==> src/hdl/ffha_pkg.sv <==
// ----------------------------------------------------------------------------
// ffha_pkg
// Shared types and constants for the first-fit heap allocator.
// ----------------------------------------------------------------------------
package ffha_pkg;

	localparam int MAX_BLOCKS_DEF      = 32;
	localparam int ALIGN_BYTES_DEF     = 4;
	localparam int HEADER_BYTES_DEF    = 8;
	localparam int ARENA_ADDR_BITS_DEF = 20;

	localparam int LEN_W  = 21;
	localparam int ADDR_W = 32;

	typedef enum logic [1:0] {
		CMD_ALLOC   = 2'd0,
		CMD_FREE    = 2'd1,
		CMD_REALLOC = 2'd2,
		CMD_NOP     = 2'd3
	} cmd_t;

	typedef enum logic [2:0] {
		ST_OK        = 3'd0,
		ST_NOOP      = 3'd1,
		ST_NO_SPACE  = 3'd2,
		ST_NOT_FOUND = 3'd3,
		ST_FULL      = 3'd4
	} status_t;

	typedef enum logic [0:0] {
		REG_HEAP_BASE   = 1'b0,
		REG_HEAP_LENGTH = 1'b1
	} reg_idx_t;

	typedef struct packed {
		logic [1:0]        command;
		logic              address_is_null;
		logic [ADDR_W-1:0] payload_address;
		logic [LEN_W-1:0]  request_bytes;
	} req_t;

	typedef struct packed {
		logic [2:0]        status;
		logic [ADDR_W-1:0] result_address;
		logic [LEN_W-1:0]  granted_bytes;
		logic              moved;
		logic [LEN_W-1:0]  free_bytes;
	} rsp_t;

	typedef enum logic [4:0] {
		S_IDLE,
		S_DECODE,
		S_SLOT,
		S_FIND_RD,
		S_FIND_CHK,
		S_RL_NEXT_RD,
		S_RL_ROOM,
		S_PL_FIRST_RD,
		S_PL_FIRST_CHK,
		S_PL_RD,
		S_PL_NEXT_RD,
		S_PL_CHK,
		S_PL_WR,
		S_UL_PREV_WR,
		S_UL_DONE,
		S_DONE
	} state_t;

endpackage

==> src/hdl/ffha_table.sv <==
// ----------------------------------------------------------------------------
// ffha_table
// Block table memory: offset, length and link per slot, one read port.
// ----------------------------------------------------------------------------
module ffha_table #(
	parameter int MAX_BLOCKS = ffha_pkg::MAX_BLOCKS_DEF,
	parameter int OFF_W      = ffha_pkg::ARENA_ADDR_BITS_DEF
) (
	input  logic                          clk,
	input  logic                          we,
	input  logic [$clog2(MAX_BLOCKS)-1:0] waddr,
	input  logic [OFF_W-1:0]              woff,
	input  logic [ffha_pkg::LEN_W-1:0]    wlen,
	input  logic [$clog2(MAX_BLOCKS)-1:0] wlink,
	input  logic                          we_link_only,
	input  logic [$clog2(MAX_BLOCKS)-1:0] raddr,
	output logic [OFF_W-1:0]              roff,
	output logic [ffha_pkg::LEN_W-1:0]    rlen,
	output logic [$clog2(MAX_BLOCKS)-1:0] rlink
);
	localparam int IW = $clog2(MAX_BLOCKS);

	logic [OFF_W-1:0]           off_mem  [MAX_BLOCKS];
	logic [ffha_pkg::LEN_W-1:0] len_mem  [MAX_BLOCKS];
	logic [IW-1:0]              link_mem [MAX_BLOCKS];

	always_ff @(posedge clk) begin
		if (we) begin
			off_mem[waddr] <= woff;
			len_mem[waddr] <= wlen;
		end
		if (we || we_link_only) begin
			link_mem[waddr] <= wlink;
		end
		roff  <= off_mem[raddr];
		rlen  <= len_mem[raddr];
		rlink <= link_mem[raddr];
	end
endmodule

==> src/hdl/first_fit_heap_allocator_top.sv <==
// ----------------------------------------------------------------------------
// first_fit_heap_allocator_top
// First-fit allocator over one arena, kept as an address-ordered block list.
// ----------------------------------------------------------------------------
// the result strobe follows the transfer, later by each block that a lookup walk or
//   a placement walk visits; a moving reallocate does a lookup walk, a placement
//   walk and a second lookup walk to unlink the old block
// throughput: one command at a time, busy high until the result strobe
// reset: heap empty, base 0, length 65536; the receiver cannot stall
module first_fit_heap_allocator_top #(
	parameter int MAX_BLOCKS      = ffha_pkg::MAX_BLOCKS_DEF,
	parameter int ALIGN_BYTES     = ffha_pkg::ALIGN_BYTES_DEF,
	parameter int HEADER_BYTES    = ffha_pkg::HEADER_BYTES_DEF,
	parameter int ARENA_ADDR_BITS = ffha_pkg::ARENA_ADDR_BITS_DEF
) (
	input  logic                       clk,
	input  logic                       arst_n,
	input  logic                       start,
	output logic                       busy,
	input  ffha_pkg::req_t             req,
	output logic                       done,
	output ffha_pkg::rsp_t             rsp,
	input  logic                       cfg_we,
	input  logic                       cfg_index,
	input  logic [ffha_pkg::ADDR_W-1:0] cfg_data
);
	localparam int IW  = $clog2(MAX_BLOCKS);
	localparam int OW  = ARENA_ADDR_BITS;
	localparam int LW  = ffha_pkg::LEN_W;
	localparam int AW  = ffha_pkg::ADDR_W;
	localparam int CW  = 34;
	localparam logic [CW-1:0] CAP  = CW'(64'd1 << ARENA_ADDR_BITS);
	localparam logic [CW-1:0] HDR  = CW'(HEADER_BYTES);
	localparam logic [CW-1:0] ALM1 = CW'(ALIGN_BYTES - 1);
	localparam logic [CW-1:0] ALGN = CW'(ALIGN_BYTES);

	ffha_pkg::state_t state_q, state_d;

	logic [AW-1:0]  base_q;
	logic [LW-1:0]  len_q;
	logic [MAX_BLOCKS-1:0] used_q;
	logic           first_empty_q;
	logic [IW-1:0]  first_q;
	logic [LW-1:0]  unused_q;

	ffha_pkg::req_t req_q;
	logic [CW-1:0]  n_q;
	logic [OW-1:0]  off_q;
	logic [IW-1:0]  slot_q;
	logic           slot_ok_q;
	logic [IW-1:0]  h_q, p_q, nx_q;
	logic           p_none_q;
	logic [IW:0]    cnt_q;
	logic [OW-1:0]  hoff_q;
	logic [LW-1:0]  hlen_q;
	logic [IW-1:0]  hlink_q;
	logic [1:0]     mode_q;
	logic           second_q;
	ffha_pkg::rsp_t rsp_q;
	logic           poff_q;

	localparam logic [1:0] M_FREE = 2'd0, M_REAL = 2'd1, M_UNLINK = 2'd2;

	logic           t_we, t_wl;
	logic [IW-1:0]  t_wa, t_wlink, t_ra;
	logic [OW-1:0]  t_woff, t_roff;
	logic [LW-1:0]  t_wlen, t_rlen;
	logic [IW-1:0]  t_rlink;

	ffha_table #(.MAX_BLOCKS(MAX_BLOCKS), .OFF_W(OW)) u_table (
		.clk(clk), .we(t_we), .waddr(t_wa), .woff(t_woff), .wlen(t_wlen),
		.wlink(t_wlink), .we_link_only(t_wl), .raddr(t_ra),
		.roff(t_roff), .rlen(t_rlen), .rlink(t_rlink)
	);

	logic [CW-1:0] bsize;
	logic [CW-1:0] end_c, gap_to, gap_c;
	logic          gap_fit;
	logic          last_c;
	logic [IW-1:0] fs;
	logic          fs_ok;

	always_comb begin
		bsize = ((CW'(req_q.request_bytes) + ALM1) / ALGN) * ALGN + HDR;
	end

	always_comb begin
		fs = '0;
		fs_ok = 1'b0;
		for (int i = MAX_BLOCKS - 1; i >= 0; i--) begin
			if (!used_q[i]) begin
				fs = IW'(i);
				fs_ok = 1'b1;
			end
		end
	end

	// shared compare unit: gap from end of block h (its start in S_RL_ROOM) to next offset or arena end
	always_comb begin
		last_c = (hlink_q == h_q);
		end_c  = (state_q == ffha_pkg::S_RL_ROOM) ? CW'(hoff_q)
			: CW'(hoff_q) + CW'(hlen_q);
		gap_to = last_c ? CW'(len_q) : CW'(t_roff);
		gap_c  = (gap_to >= end_c) ? gap_to - end_c : '0;
		gap_fit = gap_c >= n_q;
	end

	logic [AW-1:0] tgt_off;
	assign tgt_off = req_q.payload_address - AW'(HEADER_BYTES) - base_q;

	always_ff @(posedge clk or negedge arst_n) begin
		if (!arst_n) begin
			state_q <= ffha_pkg::S_IDLE;
		end else begin
			state_q <= state_d;
		end
	end

	// next state
	always_comb begin
		state_d = state_q;
		case (state_q)
			ffha_pkg::S_IDLE:
				if (start) state_d = ffha_pkg::S_DECODE;
			ffha_pkg::S_DECODE: begin
				state_d = ffha_pkg::S_DONE;
				case (req_q.command)
					ffha_pkg::CMD_ALLOC:
						if (req_q.request_bytes != '0 && bsize <= CW'(unused_q)
							&& fs_ok)
							state_d = ffha_pkg::S_PL_FIRST_RD;
					ffha_pkg::CMD_FREE:
						if (!req_q.address_is_null && !first_empty_q)
							state_d = ffha_pkg::S_FIND_RD;
					ffha_pkg::CMD_REALLOC:
						if (req_q.address_is_null) begin
							if (req_q.request_bytes != '0 && bsize <= CW'(unused_q)
								&& fs_ok)
								state_d = ffha_pkg::S_PL_FIRST_RD;
						end else if (req_q.request_bytes == '0) begin
							if (!first_empty_q) state_d = ffha_pkg::S_FIND_RD;
						end else if (bsize <= CW'(unused_q) && !first_empty_q) begin
							state_d = ffha_pkg::S_FIND_RD;
						end
					default: state_d = ffha_pkg::S_DONE;
				endcase
			end
			ffha_pkg::S_FIND_RD: state_d = ffha_pkg::S_FIND_CHK;
			ffha_pkg::S_FIND_CHK:
				if (t_roff == tgt_off[OW-1:0] && tgt_off[AW-1:OW] == '0) begin
					if (mode_q == M_REAL) state_d = ffha_pkg::S_RL_NEXT_RD;
					else state_d = ffha_pkg::S_UL_PREV_WR;
				end else if (t_rlink == h_q || cnt_q == (IW+1)'(MAX_BLOCKS - 1)) begin
					state_d = ffha_pkg::S_DONE;
				end else begin
					state_d = ffha_pkg::S_FIND_RD;
				end
			ffha_pkg::S_RL_NEXT_RD: state_d = ffha_pkg::S_RL_ROOM;
			ffha_pkg::S_RL_ROOM:
				if (gap_fit) state_d = ffha_pkg::S_DONE;
				else if (!slot_ok_q) state_d = ffha_pkg::S_FIND_RD;
				else state_d = ffha_pkg::S_PL_FIRST_RD;
			ffha_pkg::S_SLOT: state_d = ffha_pkg::S_DONE;
			ffha_pkg::S_PL_FIRST_RD:
				if (first_empty_q) state_d = ffha_pkg::S_PL_WR;
				else state_d = ffha_pkg::S_PL_FIRST_CHK;
			ffha_pkg::S_PL_FIRST_CHK:
				if (CW'(t_roff) >= n_q) state_d = ffha_pkg::S_PL_WR;
				else state_d = ffha_pkg::S_PL_NEXT_RD;
			ffha_pkg::S_PL_RD: state_d = ffha_pkg::S_PL_NEXT_RD;
			ffha_pkg::S_PL_NEXT_RD: state_d = ffha_pkg::S_PL_CHK;
			ffha_pkg::S_PL_CHK:
				if (gap_fit) state_d = ffha_pkg::S_PL_WR;
				else if (last_c || cnt_q == (IW+1)'(MAX_BLOCKS - 1))
					state_d = second_q ? ffha_pkg::S_FIND_RD : ffha_pkg::S_DONE;
				else state_d = ffha_pkg::S_PL_RD;
			ffha_pkg::S_PL_WR:
				state_d = second_q ? ffha_pkg::S_FIND_RD : ffha_pkg::S_DONE;
			ffha_pkg::S_UL_PREV_WR: state_d = ffha_pkg::S_UL_DONE;
			ffha_pkg::S_UL_DONE: state_d = ffha_pkg::S_DONE;
			ffha_pkg::S_DONE: state_d = ffha_pkg::S_IDLE;
			default: state_d = ffha_pkg::S_IDLE;
		endcase
	end

	// table port control
	always_comb begin
		t_we = 1'b0;
		t_wl = 1'b0;
		t_wa = h_q;
		t_woff = off_q;
		t_wlen = LW'(n_q);
		t_wlink = h_q;
		t_ra = h_q;
		case (state_q)
			ffha_pkg::S_RL_NEXT_RD, ffha_pkg::S_PL_NEXT_RD: t_ra = hlink_q;
			ffha_pkg::S_PL_FIRST_RD: t_ra = first_q;
			ffha_pkg::S_RL_ROOM:
				if (gap_fit) begin
					t_we = 1'b1; t_wa = h_q; t_woff = hoff_q;
					t_wlen = LW'(n_q); t_wlink = hlink_q;
				end
			ffha_pkg::S_PL_FIRST_CHK:
				if (CW'(t_roff) >= n_q) begin
					t_we = 1'b1; t_wa = slot_q; t_woff = '0; t_wlink = first_q;
				end
			ffha_pkg::S_PL_CHK:
				if (gap_fit) begin
					t_we = 1'b1; t_wa = slot_q; t_woff = OW'(end_c);
					t_wlink = last_c ? slot_q : hlink_q;
				end
			ffha_pkg::S_PL_WR:
				if (first_empty_q) begin
					t_we = 1'b1; t_wa = slot_q; t_woff = '0; t_wlink = slot_q;
				end else if (poff_q) begin
					t_wl = 1'b1; t_wa = h_q; t_wlink = slot_q;
				end
			ffha_pkg::S_UL_PREV_WR:
				if (!p_none_q) begin
					t_wl = 1'b1; t_wa = p_q;
					t_wlink = (hlink_q == h_q) ? p_q : hlink_q;
				end
			default: ;
		endcase
	end

	always_ff @(posedge clk or negedge arst_n) begin
		if (!arst_n) begin
			base_q <= '0;
			len_q <= LW'(65536);
			used_q <= '0;
			first_empty_q <= 1'b1;
			first_q <= '0;
			unused_q <= LW'(65536);
		end else begin
			if (cfg_we) begin
				used_q <= '0;
				first_empty_q <= 1'b1;
				if (cfg_index == ffha_pkg::REG_HEAP_BASE) begin
					base_q <= cfg_data;
					unused_q <= len_q;
				end else begin
					if (CW'(cfg_data[LW-1:0]) > CAP) begin
						len_q <= LW'(CAP);
						unused_q <= LW'(CAP);
					end else begin
						len_q <= cfg_data[LW-1:0];
						unused_q <= cfg_data[LW-1:0];
					end
				end
			end
			case (state_q)
				ffha_pkg::S_RL_ROOM:
					if (gap_fit) unused_q <= unused_q + hlen_q - LW'(n_q);
				ffha_pkg::S_PL_FIRST_CHK:
					if (CW'(t_roff) >= n_q) begin
						first_q <= slot_q;
						used_q[slot_q] <= 1'b1;
						unused_q <= unused_q - LW'(n_q);
					end
				ffha_pkg::S_PL_CHK:
					if (gap_fit) begin
						used_q[slot_q] <= 1'b1;
						unused_q <= unused_q - LW'(n_q);
					end
				ffha_pkg::S_PL_WR:
					if (first_empty_q) begin
						first_empty_q <= 1'b0;
						first_q <= slot_q;
						used_q[slot_q] <= 1'b1;
						unused_q <= unused_q - LW'(n_q);
					end
				ffha_pkg::S_UL_PREV_WR: begin
					if (p_none_q) begin
						if (hlink_q == h_q) first_empty_q <= 1'b1;
						else first_q <= hlink_q;
					end
					used_q[h_q] <= 1'b0;
					unused_q <= unused_q + hlen_q;
				end
				default: ;
			endcase
		end
	end

	// datapath registers
	always_ff @(posedge clk) begin
		case (state_q)
			ffha_pkg::S_IDLE:
				if (start) begin
					req_q <= req;
					rsp_q <= '0;
					second_q <= 1'b0;
				end
			ffha_pkg::S_DECODE: begin
				n_q <= bsize;
				slot_q <= fs;
				slot_ok_q <= fs_ok;
				h_q <= first_q;
				p_none_q <= 1'b1;
				cnt_q <= '0;
				rsp_q.status <= ffha_pkg::ST_OK;
				mode_q <= M_FREE;
				case (req_q.command)
					ffha_pkg::CMD_ALLOC, ffha_pkg::CMD_REALLOC:
						if (req_q.command == ffha_pkg::CMD_REALLOC
							&& !req_q.address_is_null) begin
							if (req_q.request_bytes == '0) begin
								if (first_empty_q) rsp_q.status <= ffha_pkg::ST_NOT_FOUND;
							end else if (bsize > CW'(unused_q)) begin
								rsp_q.status <= ffha_pkg::ST_NO_SPACE;
							end else begin
								mode_q <= M_REAL;
								if (first_empty_q) rsp_q.status <= ffha_pkg::ST_NOT_FOUND;
							end
						end else if (req_q.request_bytes == '0) begin
							rsp_q.status <= ffha_pkg::ST_NOOP;
						end else if (bsize > CW'(unused_q)) begin
							rsp_q.status <= ffha_pkg::ST_NO_SPACE;
						end else if (!fs_ok) begin
							rsp_q.status <= ffha_pkg::ST_FULL;
						end else begin
							rsp_q.status <= ffha_pkg::ST_NO_SPACE;
						end
					ffha_pkg::CMD_FREE:
						if (req_q.address_is_null) rsp_q.status <= ffha_pkg::ST_NOOP;
						else if (first_empty_q) rsp_q.status <= ffha_pkg::ST_NOT_FOUND;
					default: rsp_q.status <= ffha_pkg::ST_NOOP;
				endcase
			end
			ffha_pkg::S_FIND_RD: ;
			ffha_pkg::S_FIND_CHK: begin
				hoff_q <= t_roff;
				hlen_q <= t_rlen;
				hlink_q <= t_rlink;
				if (t_roff == tgt_off[OW-1:0] && tgt_off[AW-1:OW] == '0) begin
					if (mode_q == M_FREE) rsp_q.status <= ffha_pkg::ST_OK;
				end else if (t_rlink == h_q || cnt_q == (IW+1)'(MAX_BLOCKS - 1)) begin
					if (mode_q != M_UNLINK) rsp_q.status <= ffha_pkg::ST_NOT_FOUND;
				end else begin
					p_q <= h_q;
					p_none_q <= 1'b0;
					h_q <= t_rlink;
					cnt_q <= cnt_q + 1'b1;
				end
			end
			ffha_pkg::S_RL_ROOM:
				if (gap_fit) begin
					rsp_q.status <= ffha_pkg::ST_OK;
					rsp_q.result_address <= base_q + AW'(hoff_q) + AW'(HEADER_BYTES);
				end else begin
					mode_q <= M_UNLINK;
					second_q <= 1'b1;
					rsp_q.status <= slot_ok_q ? ffha_pkg::ST_NO_SPACE : ffha_pkg::ST_FULL;
					h_q <= first_q;
					p_none_q <= 1'b1;
					cnt_q <= '0;
				end
			ffha_pkg::S_PL_FIRST_RD: begin
				poff_q <= 1'b0;
				if (first_empty_q) off_q <= '0;
				h_q <= first_q;
				hlink_q <= first_q;
				cnt_q <= '0;
			end
			ffha_pkg::S_PL_FIRST_CHK: begin
				hoff_q <= t_roff;
				hlen_q <= t_rlen;
				hlink_q <= t_rlink;
				if (CW'(t_roff) >= n_q) begin
					off_q <= '0;
					poff_q <= 1'b0;
					rsp_q.status <= ffha_pkg::ST_OK;
					rsp_q.result_address <= base_q + AW'(HEADER_BYTES);
					if (!second_q) rsp_q.granted_bytes <= LW'(n_q - HDR);
					else rsp_q.moved <= 1'b1;
				end
			end
			ffha_pkg::S_PL_RD: ;
			ffha_pkg::S_PL_CHK:
				if (gap_fit) begin
					off_q <= OW'(end_c);
					poff_q <= 1'b1;
					rsp_q.status <= ffha_pkg::ST_OK;
					rsp_q.result_address <= base_q + AW'(end_c) + AW'(HEADER_BYTES);
					if (!second_q) rsp_q.granted_bytes <= LW'(n_q - HDR);
					else rsp_q.moved <= 1'b1;
				end else if (last_c || cnt_q == (IW+1)'(MAX_BLOCKS - 1)) begin
					h_q <= first_q;
					p_none_q <= 1'b1;
					cnt_q <= '0;
				end else begin
					h_q <= hlink_q;
					hoff_q <= t_roff;
					hlen_q <= t_rlen;
					hlink_q <= t_rlink;
					cnt_q <= cnt_q + 1'b1;
				end
			ffha_pkg::S_PL_WR: begin
				if (first_empty_q) begin
					rsp_q.status <= ffha_pkg::ST_OK;
					rsp_q.result_address <= base_q + AW'(HEADER_BYTES);
					if (!second_q) rsp_q.granted_bytes <= LW'(n_q - HDR);
					else rsp_q.moved <= 1'b1;
				end
				if (second_q) begin
					mode_q <= M_UNLINK;
					h_q <= first_empty_q ? slot_q : first_q;
					p_none_q <= 1'b1;
					cnt_q <= '0;
				end
			end
			ffha_pkg::S_DONE: rsp_q.free_bytes <= unused_q;
			default: ;
		endcase
	end

	assign busy = (state_q != ffha_pkg::S_IDLE);

	logic done_q;
	ffha_pkg::rsp_t out_q;
	always_ff @(posedge clk or negedge arst_n) begin
		if (!arst_n) begin
			done_q <= 1'b0;
		end else begin
			done_q <= (state_q == ffha_pkg::S_DONE);
		end
	end
	always_ff @(posedge clk) begin
		if (state_q == ffha_pkg::S_DONE) begin
			out_q <= rsp_q;
			out_q.free_bytes <= unused_q;
		end
	end

	assign done = done_q;
	assign rsp  = out_q;
endmodule

==> config.mk <==
export PLATFORM = sky130hd
export DESIGN_NAME = first_fit_heap_allocator_top
export DESIGN_NICKNAME = d
export VERILOG_FILES = /design/src/hdl/ffha_pkg.sv /design/src/hdl/ffha_table.sv /design/src/hdl/first_fit_heap_allocator_top.sv
export SDC_FILE = /design/constraint.sdc
export NUM_CORES = 2
export LEC_CHECK = 0
export ABC_CLOCK_PERIOD_IN_PS = 19600
export BUFFER_PORTS_ARGS = -buffer_cell sky130_fd_sc_hd__buf_2
export CAP_MARGIN = 10
export CORE_MARGIN = 2
export CORE_UTILIZATION = 34
export CTS_CLUSTER_DIAMETER = 40
export DETAILED_ROUTE_END_ITERATION = 10
export PLACE_DENSITY = 0.54
export SYNTH_ARGS = -nofsm -noshare
export SYNTH_HDL_FRONTEND = slang
export SYNTH_SLANG_ARGS = --single-unit
==> constraint.sdc <==
create_clock -name clk -period 19.6 [get_ports clk]
set_input_delay 4.9 -clock clk [delete_from_list [all_inputs] [get_ports clk]]
set_output_delay 4.9 -clock clk [all_outputs]
set_load 0.1 [all_outputs]
# After elaboration in Yosys (flattened, before gate mapping)
# Memories as Yosys holds them, arrays and structs flattened. A register that Yosys moved wholly into a read port is not among the register bits.
# Cells that the tools add are included.
[word_totals]
input_bits = 93
memories = 3
register_bits = 425
wordCells = 381
out_inout_bits = 80
ram_bits = 1472
[memory_table]
columns = ["name", "words", "word_bits", "rd", "rd_ports_with_merged_regs", "write_ports", "line_no", "rtl"]
rows = [
  ["u_table.len_mem", 32, 21, 1, 1, 1, "ffha_table.sv:24", "logic [ffha_pkg::LEN_W-1:0] len_mem [MAX_BLOCKS];"],
  ["u_table.off_mem", 32, 20, 1, 1, 1, "ffha_table.sv:23", "logic [OFF_W-1:0] off_mem [MAX_BLOCKS];"],
  ["u_table.link_mem", 32, 5, 1, 1, 1, "ffha_table.sv:25", "logic [IW-1:0] link_mem [MAX_BLOCKS];"],
]
[op_classes]
n_lt_le_gt_ge = 10
muxes = 212
n_reduce_logical = 55
n_eq_ne = 40
addsub = 16
n_bitwise = 6
[op_table]
columns = ["operator", "n"]
rows = [
  ["21-bit two-way mux", 11],
  ["5-bit two-way mux", 44],
  ["57-bit two-way mux", 3],
  ["32-bit two-way mux", 5],
  ["32-bit one-hot mux with 5 select lines", 1],
  ["32-bit one-hot mux with 4 select lines", 1],
  ["20-bit two-way mux", 6],
  ["21-bit one-hot mux with 5 select lines", 1],
  ["32-bit by 4-bit adder with 32-bit output (second input constant)", 3],
  ["22-bit one-hot mux with 4 select lines", 1],
  ["20-bit one-hot mux with 4 select lines", 1],
  ["78-bit two-way mux", 1],
  ["4-bit two-way mux", 18],
  ["5-bit one-hot mux with 14 select lines", 1],
  ["1-bit two-way mux", 63],
  ["3-bit two-way mux", 20],
  ["20-bit one-hot mux with 3 select lines", 1],
  ["5-bit one-hot mux with 5 select lines", 2],
  ["5-bit one-hot mux with 3 select lines", 3],
  ["21-bit one-hot mux with 2 select lines", 1],
  ["21-bit subtractor", 2],
  ["5-bit by 4-bit == test with 1-bit output (second input constant)", 8],
  ["20-bit one-hot mux with 2 select lines", 1],
  ["6-bit two-way mux", 6],
  ["other kinds (68)", 135],
]

# Logic depth before layout (Yosys ltp)
[logic_depth]
word_depth = 38
ltp_mapped = 34
depth_no_buf = 32

# Cells and area by module
# A second synthesis with hierarchy kept.
[unflattened]
cells_unflattened = 6598
area_unflattened_um2 = 89558.4
[modules_own_cells]
columns = ["mod", "seq_area_each_um2", "area_each_um2", "instances", "cells_each"]
rows = [
  ["ffha_table", 45123.3, 58373.5, 1, 3271],
  ["first_fit_heap_allocator_top", 12090.3, 31184.9, 1, 3327],
]

# Worst setup path before layout
# OpenSTA, ideal clock, no wires.
[synth_timing]
kind = "flip-flop to flip-flop"
start = "register hoff_q[2]"
end = "register hlen_q[10], enable pin"
arrival_time_ns = 9.192
setup_slack_ns = 9.924
stages_incl_launch_ff = 33
period_less_slack_ns = 9.676
required_time_ns = 19.116
path_buffers = 2
path_cell_list = "edfxtp_1 > ha_1 > fa_1 > a21o_1 > a21oi_1 > o21ai_0 > o41ai_1 > a31oi_1 > a31o_2 > xnor2_1 > nand2_1 > o21ai_0 > ha_1 > nand4_1 > nor2_1 > a211oi_2 > o21ai_1 > a211oi_4 > a21o_1 > clkbuf_1 > nor2_1 > ha_1 > a21o_1 > a21o_1 > a21oi_1 > o21a_1 > o22a_1 > and3_1 > a22oi_4 > nor2_1 > buf_2 > nor2_1 > nor3_1"
[synth_between]
elab_chain_len = 7
word_cells_on_any_way = 8
classes_between = "2 x add/sub; 2 x order compare; 1 x eq/ne; 2 x mux; 1 x reduce/logical"
[synth_rtl]
columns = ["element", "line_no", "rtl"]
rows = [
  ["start, declared", "first_fit_heap_allocator_top.sv:54", "logic [OW-1:0] hoff_q;"],
  ["start signal, assigned", "first_fit_heap_allocator_top.sv:333", "hoff_q <= t_roff;"],
  ["start signal, assigned", "first_fit_heap_allocator_top.sv:367", "hoff_q <= t_roff;"],
  ["start signal, assigned", "first_fit_heap_allocator_top.sv:394", "hoff_q <= t_roff;"],
  ["20-bit by 21-bit adder with 22-bit output", "first_fit_heap_allocator_top.sv:102", ": CW'(hoff_q) + CW'(hlen_q);"],
  ["22-bit two-way mux (*)", "first_fit_heap_allocator_top.sv:101", "end_c = (state_q == ffha_pkg::S_RL_ROOM) ? CW'(hoff_q)"],
  ["21-bit by 22-bit subtractor with 23-bit output or 21-bit by 22-bit >= comparator with 1-bit output (tied branches)", "first_fit_heap_allocator_top.sv:104", "gap_c = (gap_to >= end_c) ? gap_to - end_c : '0;"],
  ["34-bit two-way mux (*)", "first_fit_heap_allocator_top.sv:104", ""],
  ["34-bit by 23-bit >= comparator with 1-bit output (*)", "first_fit_heap_allocator_top.sv:105", "gap_fit = gap_c >= n_q;"],
  ["2-bit != test (no line) (*)", "n/a", ""],
  ["3-bit AND reduction (no line) (*)", "n/a", ""],
  ["end signal, assigned", "first_fit_heap_allocator_top.sv:334", "hlen_q <= t_rlen;"],
  ["end signal, assigned", "first_fit_heap_allocator_top.sv:368", "hlen_q <= t_rlen;"],
  ["end signal, assigned", "first_fit_heap_allocator_top.sv:395", "hlen_q <= t_rlen;"],
  ["end, declared", "first_fit_heap_allocator_top.sv:55", "logic [LW-1:0] hlen_q;"],
]
# Mark *: on every way between the ends. The rest lies on a longest branch, timed or not.
# A chain may end at the register's enable or synchronous reset.

# Worst setup path after layout
[layout_timing]
start = "register hoff_q[2]"
end = "memory u_table.off_mem[10][4] (netlist name), enable pin"
[layout_between]
elab_chain_len = 9
word_cells_on_any_way = 12
classes_between = "2 x add/sub; 2 x order compare; 8 x mux"
[layout_rtl]
columns = ["element", "line_no", "rtl"]
rows = [
  ["20-bit by 21-bit adder with 22-bit output", "first_fit_heap_allocator_top.sv:102", ""],
  ["22-bit two-way mux (*)", "first_fit_heap_allocator_top.sv:101", ""],
  ["21-bit by 22-bit subtractor with 23-bit output or 21-bit by 22-bit >= comparator with 1-bit output (tied branches)", "first_fit_heap_allocator_top.sv:104", ""],
  ["34-bit two-way mux (*)", "first_fit_heap_allocator_top.sv:104", ""],
  ["34-bit by 23-bit >= comparator with 1-bit output (*)", "first_fit_heap_allocator_top.sv:105", ""],
  ["1-bit two-way mux", "first_fit_heap_allocator_top.sv:199, first_fit_heap_allocator_top.sv:208", ""],
  ["1-bit one-hot mux with 3 select lines", "first_fit_heap_allocator_top.sv:195", "case (state_q)"],
  ["1-bit two-way mux", "ffha_table.sv:28", "if (we) begin"],
  ["1-bit two-way mux (not written as such)", "ffha_table.sv:29", "off_mem[waddr] <= woff;"],
  ["end, declared", "ffha_table.sv:23", ""],
]
# Marked as above.

==> out/qor.csv <==
metric;value;unit
Seq cells post-synth;1872;
synthesized cell area;87800;um2
clk sinks;1872;
final hold vios;0;
TNS Setup;0;ns
CORE AREA;257000;um2
sequential area share after synthesis;0.629;
largest cells by area after synthesis;edfxtp_1 (59%), a211oi_1 (5.9%), ha_1 (4.2%);
Worst Hold Launch;u_table.rlen[19];
# rows;186;
fillers;24031;
CP peak stage delay;0.82;ns
Mapped Cells;6936;
CTS tree;done;
IO Pins;173;
Slew @ Worst Pin;1.24;ns
Fmax achieved;95.6;MHz
1st-pass router iterations;10;
WP data required;20.10;ns
root buffer cell;clkbuf_16;
Clk Latency, worst-skew pair;0.93;ns
cts-stage hold buffer count;0;
EDFF count, synth;1711;
vias per cell;5.54;
DR iter-0 viols;6233;
MaxCap Viol Count;0;
clk buf depth;4;
Initial Utilization;0.342;
worst setup path startpoint;hoff_q[2];
fraction of layout cells with a size suffix above 1;0.126;
DRC;0;
global-route wire length before repair;396;mm
gr ovfl total;0;
Crit-path slowest cell;nand3_1;
CP Data Arrival Time;10.96;ns
Global Route Usage Sum;0.201;
synth warn;0;
number of antenna-violating nets in the routed design;0;
post-synth cell types;96;
Post-Syn Nets;7333;
RSZ-0062 raised after global routing;false;
Final GP Congestion;0.922;
Primary FF master, synth;edfxtp_1;
area grow syn2layout;16.8;%
commonest cells after routing, fill and taps aside;edfxtp_1 (1711), a211oi_1 (692), nand2_1 (555), and2_1 (369), a21oi_1 (331);
worst r2r src;hoff_q[2];
routed len/inst;25.3;um
post-CTS resize count;0;
Final period util;0.534;
Layout Skew;0.100;ns
Synth top area share;0.585;
Multi-input gate area;30600;um2
syn avg cell area;12.7;um2
Setup crit end kind;flop;
clock buffer count from CTS;289;
Register Area;55200;um2
area leader, netlist;edfxtp_1;
FFs w/ async S/R, synth;0.0625;
vias in the first global route;57667;
final setup fails;0;
Setup Crit Path Kind;flop to flop;
Slew Limit Fails;0;
crit path max fanout;39;
crit start category;flop;
final wirelength;272;mm
hold crit path type;flop to flop;
Slew HR;0.169;
Die ar.;262000;um2
crit path time final;10.46;ns
initial antenna violation count;17;
CTS H-tree depth;5;
largest net degree at the start of global routing;161;
Final #Nets;7536;
most common cell after layout, fill and taps aside;edfxtp_1;
Die Y;512;um
DP HPWL;176;mm
DR vias;59534;
PortBufs;172;
Setup Buffers After CTS;0;
Worst-path clk slew;0.05;ns
status;finished, final reports clean;
width of the die;512;um
per-layer routing:
metal,part of all wire,vias up,GRT usage
li1,-,27139,-
met1,0.45,29763,0.287
met2,0.44,2175,0.309
met3,0.070,457,0.0360
met4,0.034,0,0.0675
met5,0,-,0
cell type report:
class                           instances  area share
Timing Repair Buffer                  322      0.0220
Tap cell                             3384      0.0413
Antenna cell                            7    0.000171
Inverter                              232     0.00849
Clock buffer                          336      0.0739
Clock inverter                        167      0.0182
Multi-Input combinational cell       4422       0.298
Sequential cell                      1872       0.538
state kept, by name (all words and copies together) (netlist names), 6 cells and up:
signal,count
rsp_q,57
hlen_q,19
u_table.link_mem,160
n_q,21
u_table.len_mem,608
unused_q,21
u_table.roff,20
rsp,78
u_table.rlen,19
cnt_q,6
used_q,32
base_q,32
hoff_q,20
len_q,21
u_table.off_mem,640
off_q,20
req_q,56
critical path, delay by kind of cell (launching register included):
family | cells | cell delay, ns
AOI/OAI and AO/OA | 18 | 5.53
and+or+nand+nor | 8 | 1.78
xor gates and xnor gates | 1 | 0.12
buffers and inverters | 1 | 0.62
DFF | 1 | 0.45
adders and majority gates | 4 | 1.50
cells by family (layout without fill, tap and decap cells):
family | Yosys count | count (layout) | share of synthesized area
buffers and inverters | 642 | 1057 | 0.0279
muxes | 266 | 266 | 0.0312
DFF | 1872 | 1872 | 0.629
other | 1 | 8 | 0.0000427
xor gates and xnor gates | 207 | 207 | 0.0206
adders and majority gates | 305 | 305 | 0.0441
AOI/OAI and AO/OA | 1975 | 1975 | 0.155
and+or+nand+nor | 1668 | 1668 | 0.0925
worst paths after layout:
kind	to	slack (ns)	cells after the start
worst max-delay path	u_table.off_mem[10][4]	9.14	32
worst min register to register	hlen_q[19]	0.40	0
worst max register to register	u_table.off_mem[10][4]	9.14	32
min in group asynchronous	base_q[30]	4.12	1
worst min-delay path	hlen_q[19]	0.40	0
max in group asynchronous	len_q[20]	14.05	2
cells in the mapped netlist, types with 53 or more instances:
| master | number |
|---|---|
| nand2_1 | 558 |
| dfrtp_1 | 114 |
| mux2_2 | 59 |
| o21ai_0 | 210 |
| xor2_1 | 75 |
| mux2i_1 | 207 |
| nand3_1 | 84 |
| a211oi_1 | 693 |
| a21o_1 | 127 |
| inv_1 | 232 |
| o211ai_1 | 53 |
| clkbuf_1 | 366 |
| nor3_1 | 63 |
| ha_1 | 296 |
| a21oi_1 | 332 |
| nor2_1 | 337 |
| and2_1 | 370 |
| xnor2_1 | 132 |
| a31oi_1 | 204 |
| edfxtp_1 | 1711 |
metrics by stage:
step           cell area, um2  cells  hold WS [ns]  setup slack, ns  utilization
6_report               103000  10742         0.401             9.14        0.399
5_1_grt                103000  10736         0.409             8.53        0.399
4_1_cts                102000  10724         0.401             9.23        0.398
3_5_place_dp            92800  10221         0.389             9.25        0.361
3_3_place_gp            92800  10221         0.391             9.27        0.361
2_1_floorplan           87800   6936         0.386             9.92            -
Power is not shown: default switching activity piles up to over one toggle a cycle in this logic, so the estimate is an artifact.
